<file path="config.mk">
export PLATFORM = sky130hd
export DESIGN_NAME = ring_buffer_fifo
export DESIGN_NICKNAME = d
export VERILOG_FILES = /design/src/rtl/rbf_pkg.sv /design/src/rtl/ring_buffer_fifo.sv /design/src/rtl/rbf_cell.sv /design/src/rtl/rbf_chain.sv
export VERILOG_INCLUDE_DIRS = /design/src /design/src/rtl
export SDC_FILE = /design/constraint.sdc
export NUM_CORES = 1
export LEC_CHECK = 0
export BUFFER_PORTS_ARGS = -buffer_cell sky130_fd_sc_hd__buf_2
export CORE_MARGIN = 4
export CORE_UTILIZATION = 62
export DETAILED_ROUTE_END_ITERATION = 8
export PLACE_DENSITY = 0.78
export SYNTH_ARGS = -nofsm -noshare
export SYNTH_HDL_FRONTEND = slang
export SYNTH_SLANG_ARGS = --single-unit
</file>
<file path="constraint.sdc">
create_clock -name clk -period 4.8 [get_ports clk]
set_clock_uncertainty 0.2 [all_clocks]
set_input_delay 0.24 -clock clk [delete_from_list [all_inputs] [get_ports clk]]
set_output_delay 0.24 -clock clk [all_outputs]
set_load 0.05 [all_outputs]
</file>
<file path="src/rtl/ring_buffer_fifo_defines.svh">
// assertion macros for the ring buffer fifo
`ifndef RING_BUFFER_FIFO_DEFINES_SVH
`define RING_BUFFER_FIFO_DEFINES_SVH

// condition must hold in the same cycle
`define RBF_ASSERT_NOW(lbl, ante, cons, msg) \
	lbl: assert property (@(posedge clk) disable iff (!arst_n) (ante) |-> (cons)) \
		else $error(msg);

// condition must hold in the following cycle
`define RBF_ASSERT_NEXT(lbl, ante, cons, msg) \
	lbl: assert property (@(posedge clk) disable iff (!arst_n) (ante) |=> (cons)) \
		else $error(msg);

`endif

</file>
<file path="src/rtl/rbf_pkg.sv">
// shared constants and types for the ring buffer fifo
`timescale 1ns / 1ps

package rbf_pkg;

	// fixed field widths
	localparam int ITEM_W  = 32;
	localparam int COUNT_W = 5;
	localparam int CAP_W   = 5;
	localparam int OP_W    = 3;

	// defaults
	localparam int DEPTH_DEFAULT = 16;
	localparam int CAP_RESET     = 16;

	// operation codes, anything above status is treated as status
	localparam logic [OP_W-1:0] OP_WRITE   = 3'd0;
	localparam logic [OP_W-1:0] OP_READ    = 3'd1;
	localparam logic [OP_W-1:0] OP_DISCARD = 3'd2;
	localparam logic [OP_W-1:0] OP_FLUSH   = 3'd3;
	localparam logic [OP_W-1:0] OP_STATUS  = 3'd4;

	// control for the whole row of cells
	typedef struct packed {
		logic write;
		logic shift;
	} chain_ctl_t;

	// control for one cell
	typedef struct packed {
		logic load;
		logic shift;
	} cell_ctl_t;

endpackage

</file>
<file path="src/rtl/ring_buffer_fifo.sv">
// ring buffer fifo top level: operation decode, occupancy and result register
//
// Input channel (in_valid, in_stall, op, write_data) carries one operation per
// transfer: write, read, discard oldest, flush or status only (codes above
// status act as status). Output channel (out_valid, out_stall, ok, read_data,
// count, empty_res, full_res) returns exactly one result per operation.
// Items are held in a row of DEPTH cells; a pop moves every cell one step
// towards the head, a write loads the first free cell.
// The result is registered and shows the cycle after the transfer.
// Throughput is one operation per cycle while out_stall is low, set by the
// single occupancy counter update and the result register.
// While a result waits with out_stall high, in_stall is raised; the result
// and all state hold until it is taken.
// cfg_we with cfg_wdata sets the capacity (0 counts as 1, above DEPTH counts
// as DEPTH) and empties the queue. Write it only while idle.
// Reset empties the queue, sets capacity to 16 clamped to DEPTH and clears
// out_valid; no clearing pass is needed. DEPTH may range from 1 to 16.
`timescale 1ns / 1ps
`include "ring_buffer_fifo_defines.svh"

module ring_buffer_fifo #(
	parameter int DEPTH = rbf_pkg::DEPTH_DEFAULT
) (
	input  logic                        clk,
	input  logic                        arst_n,
	input  logic                        cfg_we,
	input  logic [rbf_pkg::CAP_W-1:0]   cfg_wdata,
	input  logic                        in_valid,
	output logic                        in_stall,
	input  logic [rbf_pkg::OP_W-1:0]    op,
	input  logic [rbf_pkg::ITEM_W-1:0]  write_data,
	output logic                        out_valid,
	input  logic                        out_stall,
	output logic                        ok,
	output logic [rbf_pkg::ITEM_W-1:0]  read_data,
	output logic [rbf_pkg::COUNT_W-1:0] count,
	output logic                        empty_res,
	output logic                        full_res
);

	localparam int CNT_W     = $clog2(DEPTH + 1);
	localparam int RESET_CAP = (rbf_pkg::CAP_RESET > DEPTH) ? DEPTH : rbf_pkg::CAP_RESET;

	logic [CNT_W-1:0]          count_q;
	logic [CNT_W-1:0]          cap_q;
	logic [CNT_W-1:0]          count_nxt;
	logic [CNT_W-1:0]          cap_nxt;
	logic                      accept;
	logic                      ok_nxt;
	logic [rbf_pkg::ITEM_W-1:0] rd_nxt;
	logic [rbf_pkg::ITEM_W-1:0] head;
	rbf_pkg::chain_ctl_t       chain_ctl;
	logic                      out_valid_q;
	logic                      ok_q;
	logic [rbf_pkg::ITEM_W-1:0] read_data_q;
	logic [rbf_pkg::COUNT_W-1:0] count_res_q;
	logic                      empty_q;
	logic                      full_q;

	// input side halts while a result is held back
	assign in_stall = out_valid_q && out_stall;
	assign accept   = in_valid && !in_stall;

	// operation decode
	always_comb begin
		ok_nxt          = 1'b1;
		rd_nxt          = '0;
		count_nxt       = count_q;
		chain_ctl.write = 1'b0;
		chain_ctl.shift = 1'b0;
		unique case (op)
			rbf_pkg::OP_WRITE: begin
				if (count_q >= cap_q) begin
					ok_nxt = 1'b0;
				end else begin
					count_nxt       = count_q + CNT_W'(1);
					chain_ctl.write = accept;
				end
			end
			rbf_pkg::OP_READ, rbf_pkg::OP_DISCARD: begin
				if (count_q == '0) begin
					ok_nxt = 1'b0;
				end else begin
					count_nxt       = count_q - CNT_W'(1);
					chain_ctl.shift = accept;
					if (op == rbf_pkg::OP_READ) begin
						rd_nxt = head;
					end
				end
			end
			rbf_pkg::OP_FLUSH: begin
				count_nxt = '0;
			end
			default: begin
			end
		endcase
	end

	// capacity clamp for register writes
	always_comb begin
		if (cfg_wdata == '0) begin
			cap_nxt = CNT_W'(1);
		end else if (int'(cfg_wdata) > DEPTH) begin
			cap_nxt = CNT_W'(DEPTH);
		end else begin
			cap_nxt = CNT_W'(cfg_wdata);
		end
	end

	// occupancy and capacity
	always_ff @(posedge clk or negedge arst_n) begin
		if (!arst_n) begin
			count_q <= '0;
			cap_q   <= CNT_W'(RESET_CAP);
		end else if (cfg_we) begin
			count_q <= '0;
			cap_q   <= cap_nxt;
		end else if (accept) begin
			count_q <= count_nxt;
		end
	end

	// storage row
	rbf_chain #(
		.DEPTH (DEPTH)
	) u_chain (
		.clk    (clk),
		.ctl    (chain_ctl),
		.wr_pos (count_q),
		.wdata  (write_data),
		.head   (head)
	);

	// result valid
	always_ff @(posedge clk or negedge arst_n) begin
		if (!arst_n) begin
			out_valid_q <= 1'b0;
		end else if (accept) begin
			out_valid_q <= 1'b1;
		end else if (!out_stall) begin
			out_valid_q <= 1'b0;
		end
	end

	// result payload, loaded on each input transfer
	always_ff @(posedge clk) begin
		if (accept) begin
			ok_q        <= ok_nxt;
			read_data_q <= rd_nxt;
			count_res_q <= rbf_pkg::COUNT_W'(count_nxt);
			empty_q     <= (count_nxt == '0);
			full_q      <= (count_nxt == cap_q);
		end
	end

	assign out_valid = out_valid_q;
	assign ok        = ok_q;
	assign read_data = read_data_q;
	assign count     = count_res_q;
	assign empty_res = empty_q;
	assign full_res  = full_q;

	// checks
	`RBF_ASSERT_NOW(a_count_bound, 1'b1, count_q <= cap_q, "occupancy above capacity")
	`RBF_ASSERT_NEXT(a_write_inc,
		accept && !cfg_we && op == rbf_pkg::OP_WRITE && count_q < cap_q,
		count_q == CNT_W'($past(count_q) + CNT_W'(1)), "write did not add an item")
	`RBF_ASSERT_NEXT(a_pop_dec,
		accept && !cfg_we && (op == rbf_pkg::OP_READ || op == rbf_pkg::OP_DISCARD)
			&& count_q != '0,
		count_q == CNT_W'($past(count_q) - CNT_W'(1)), "pop did not remove an item")
	`RBF_ASSERT_NEXT(a_result_follows, accept, out_valid_q, "transfer gave no result")

endmodule

</file>
<file path="src/rtl/rbf_cell.sv">
// one storage cell of the shifting row
`timescale 1ns / 1ps

module rbf_cell (
	input  logic                     clk,
	input  rbf_pkg::cell_ctl_t       ctl,
	input  logic [rbf_pkg::ITEM_W-1:0] wdata,
	input  logic [rbf_pkg::ITEM_W-1:0] from_next,
	output logic [rbf_pkg::ITEM_W-1:0] data
);

	logic [rbf_pkg::ITEM_W-1:0] data_q;

	// load a new item or take the neighbour's item on a pop
	always_ff @(posedge clk) begin
		if (ctl.load) begin
			data_q <= wdata;
		end else if (ctl.shift) begin
			data_q <= from_next;
		end
	end

	assign data = data_q;

endmodule

</file>
<file path="src/rtl/rbf_chain.sv">
// row of cells, oldest item held in cell zero
`timescale 1ns / 1ps

module rbf_chain #(
	parameter int DEPTH = rbf_pkg::DEPTH_DEFAULT,
	localparam int CNT_W = $clog2(DEPTH + 1)
) (
	input  logic                       clk,
	input  rbf_pkg::chain_ctl_t        ctl,
	input  logic [CNT_W-1:0]           wr_pos,
	input  logic [rbf_pkg::ITEM_W-1:0] wdata,
	output logic [rbf_pkg::ITEM_W-1:0] head
);

	logic [rbf_pkg::ITEM_W-1:0] cell_data [DEPTH];

	for (genvar i = 0; i < DEPTH; i++) begin : g_cell
		rbf_pkg::cell_ctl_t         cctl;
		logic [rbf_pkg::ITEM_W-1:0] nxt;

		// a write lands in the first free cell
		assign cctl.load  = ctl.write && (wr_pos == CNT_W'(i));
		assign cctl.shift = ctl.shift;

		// last cell has no neighbour behind it
		if (i == DEPTH - 1) begin : g_last
			assign nxt = '0;
		end else begin : g_mid
			assign nxt = cell_data[i+1];
		end

		rbf_cell u_cell (
			.clk       (clk),
			.ctl       (cctl),
			.wdata     (wdata),
			.from_next (nxt),
			.data      (cell_data[i])
		);
	end

	assign head = cell_data[0];

endmodule

</file>
==> results.py <==
metrics = {
    "clock_network": {
        "clock_latency_ns": 0.59,
        "clkSinkCount": 563,
        "numCtsBuffers": 56,
        "clock_path_buffers": 3,
        "htree_levels": 2,
        "cts_tree": "yes",
        "clk_pin_slew_ns": 0.06,
        "cts-root-buf": "clkbuf_16",
    },
    "final_layout": {
        "multiInputGateArea_um2": 6800,
        "area.sequential_um2": 16900,
        "area_delta_synth_final_pct": 11.6,
        "fillCellCount": 2388,
        "drive_gt1_share_pct": 46.1,
        "fin_nets": 1522,
    },
    "setup_path": {
        "cp_data_arrival_time_ns": 4.03,
        "cp.required_ns": 4.85,
        "cp-start-kind": "register",
        "crit_type": "reg -> reg",
        "path_max_fanout": 39,
        "end_kind": "register",
    },
    "synth": {
        "avgSynthCellArea_um2": 18.0,
        "synth_seq_area_share_pct": 69.4,
        "synth_ff_type": "edfxtp_1",
        "synth_mux_area_share_pct": 22.6,
        "synth_cells": 1351,
        "mappedNetlistNets": 1407,
        "synth_adder_area_share_pct": 0.567,
        "syn_area_um2": 24300,
        "yosys.area.top_type": "edfxtp_1",
        "synth_top_family_by_area": "multiplexers",
        "synth_edf_count": 552,
        "synth_compound_area_share_pct": 0.784,
        "yosys.area_share.xor_xnor_pct": 0.180,
        "synth-simple-area-share_pct": 3.86,
        "synth_top_area_share_pct": 68.3,
        "ys_ff_latch": 563,
        "async_flop_share_pct": 1.95,
        "synthTopCellsByArea": "edfxtp_1 (68%), mux2_2 (22%), dfrtp_1 (1.0%)",
        "yosys_warnings": 0,
        "synthDistinctLibCells": 52,
    },
    "global_routing": {
        "grt_pass1_wl_mm": 65.0,
        "first_global_vias": 12200,
        "globalRouteOverflowTotal": 0,
        "antenna_found_initial": 2,
        "grt_usage_pct": 19.2,
        "grt_start_max_net_pins": 47,
    },
    "detailed_routing": {
        "dr.pass1.iters": 5,
        "via_per_inst": 5.70,
        "drcViolationCount": 0,
        "wl_per_cell_um": 19.4,
        "drt_iter0_drc": 607,
        "via_count": 11500,
        "ant_nets": 0,
        "routed_wl_mm": 39.2,
    },
    "sta": {
        "whs_ns": 0.0270,
        "min_period_ns": 3.98,
        "slew_viol_final": 0,
        "timing.setup.tns_ns": 0,
        "finalSetupViolCount": 0,
        "hold_viol": 0,
        "worst_pin_slew_ns": 0.798,
        "max_freq_ghz": 0.251,
        "fin_crit_sh_pct": 83.0,
        "rsz0062_at_grt": "no",
        "relSlewSlack_pct": 46.0,
    },
    "power": {
        "p_leak_nw": 9.69,
        "peakVddDrop_uv": 316,
        "total_power_w": 0.0101,
        "powerDensity_nw_per_um2": 373,
    },
    "die": {
        "core_um2": 38600,
        "fp-row-count": 72,
        "die-area_um2": 42400,
        "fp.dieH_um": 206,
        "die_w_um": 206,
        "io_pins": 87,
        "start_util_pct": 62.8,
    },
    "status": {
        "outcome": "finished clean",
    },
    "job": {
        "max-cap-violations": 0,
    },
    "place": {
        "dpl.hpwl_mm": 26.3,
        "gp_congestion": 0.901,
        "io_buffers": 86,
    },
    "worst_hold_path": {
        "hp-class": "in -> reg",
    },
}
## layout by cell type (no fill, tap or decap), drive strengths merged, types with 2 or more instances in the layout
cell	Yosys	final
edfxtp	552	552
mux2	481	481
buf	51	119
clkbuf	45	78
nand2	38	38
and3	34	34
dlygate4sd3	0	34
and2	33	33
clkinv	1	20
nor2	12	12
inv	11	11
ha	11	11
dfrtp	10	10
nor3	9	9
nand3	9	9
o21ai	7	7
xnor2	5	5
nand3b	4	4
a21oi	3	3
a211oi	3	3
diode	0	2
nand2b	2	2
or3	2	2
nor4b	2	2
o311ai	2	2
nor2b	2	2
or2	2	2
o221ai	2	2
o211ai	2	2
nor4	2	2
## layout make-up
type	count	share of cell area, %
antenna	2	0.0185
multi-input combinational	680	25.1
clock inverter	20	0.411
inverter	12	0.166
timing repair buffer	153	4.04
clock buffer	78	5.70
tap	518	2.39
sequential	563	62.2
## per-stage QoR
step	cells	area [µm²]	utilization [%]	setup slack [ns]
floorplan	1351	24300	-	0.811
global placement	1892	25100	64.9	0.998
detailed placement	1892	25100	64.9	0.846
CTS	2024	27100	70.1	0.823
global route	2024	27100	70.1	0.579
finish	2026	27100	70.1	0.818
## where the power goes
part           internal, W  switching [W]  total (W)  leakage [nW]
logic             0.000188       0.000375   0.000562          3.64
clock network      0.00227        0.00171    0.00398         0.814
registers          0.00553      0.0000381    0.00557          5.24
## cell usage after synthesis, drive strengths merged (2+ instances only)
| cell type | instances |
|---|---|
| edfxtp | 552 |
| mux2 | 481 |
| buf | 51 |
| clkbuf | 45 |
| nand2 | 38 |
| and3 | 34 |
| and2 | 33 |
| nor2 | 12 |
| ha | 11 |
| inv | 11 |
| dfrtp | 10 |
| nand3 | 9 |
| nor3 | 9 |
| o21ai | 7 |
| xnor2 | 5 |
| nand3b | 4 |
| a211oi | 3 |
| a21oi | 3 |
| nand2b | 2 |
| nor2b | 2 |
| nor4 | 2 |
| nor4b | 2 |
| o211ai | 2 |
| o221ai | 2 |
| o311ai | 2 |
| or2 | 2 |
| or3 | 2 |
## final timing paths
path | start | endpoint | slack, ns | depth (start not counted)
max | count_q[0]$_DFFE_PN0P_ | u_chain.g_cell[8].u_cell.data[8]$_DFFE_PP_ | 0.82 | 11
max in group asynchronous | arst_n | out_valid$_DFFE_PN0P_ | 2.92 | 4
min reg2reg | u_chain.g_cell[0].u_cell.data[9]$_DFFE_PP_ | read_data[9]$_SDFFCE_PP0P_ | 0.31 | 1
min | write_data[18] | u_chain.g_cell[15].u_cell.data[18]$_SDFFCE_PN0P_ | 0.03 | 2
min in group asynchronous | arst_n | cap_q[4]$_DFFE_PN1P_ | 0.48 | 3
max reg2reg | count_q[0]$_DFFE_PN0P_ | u_chain.g_cell[8].u_cell.data[8]$_DFFE_PP_ | 0.82 | 11
## flip-flops by register name (all words and copies together) (netlist names)
register,count
cap_q,5
count,5
count_q,5
empty_res,1
full_res,1
ok,1
out_valid,1
read_data,32
u_chain.g_cell.u_cell.data,512
## cells by family after synthesis
kind of cell / count (synthesis)
AO/OA/AOI/OAI: 26
XOR/XNOR: 5
adder cells (fa/ha/maj): 11
buffers and inverters: 108
flip-flops: 563
multiplexers: 482
AND/OR/NAND/NOR: 156
## per-layer routing
layer / wire (µm) / global-route usage, % / up-vias
met5: 0 / 0 / -
met4: 815 / 6.27 / 0
met3: 1750 / 3.06 / 62
met2: 20100 / 33.3 / 240
met1: 16600 / 25.0 / 5762
li1: - / - / 5485
## what timing repair did
item                                    in CTS  in global routing
gates resized for setup                      0                  0
endpoints found under the setup margin       0                  0
setup buffers                                0                  0
hold endpoints to repair                    35                  0
hold buffers                                34                  0
## worst max-delay path, cell delays in order (launching register included)
cell and delay, ns:
dfrtp_1 0.44, inv_1 0.15, ha_1 0.30, nand2b_1 0.15, a31oi_2 0.32, o21ai_2 0.21
nor3_4 0.22, buf_4 0.39, and3_1 0.43, nand2_2 0.27, nand2_1 0.15, buf_4 0.38
No activity file was read; power rests on OpenSTA's default activity.
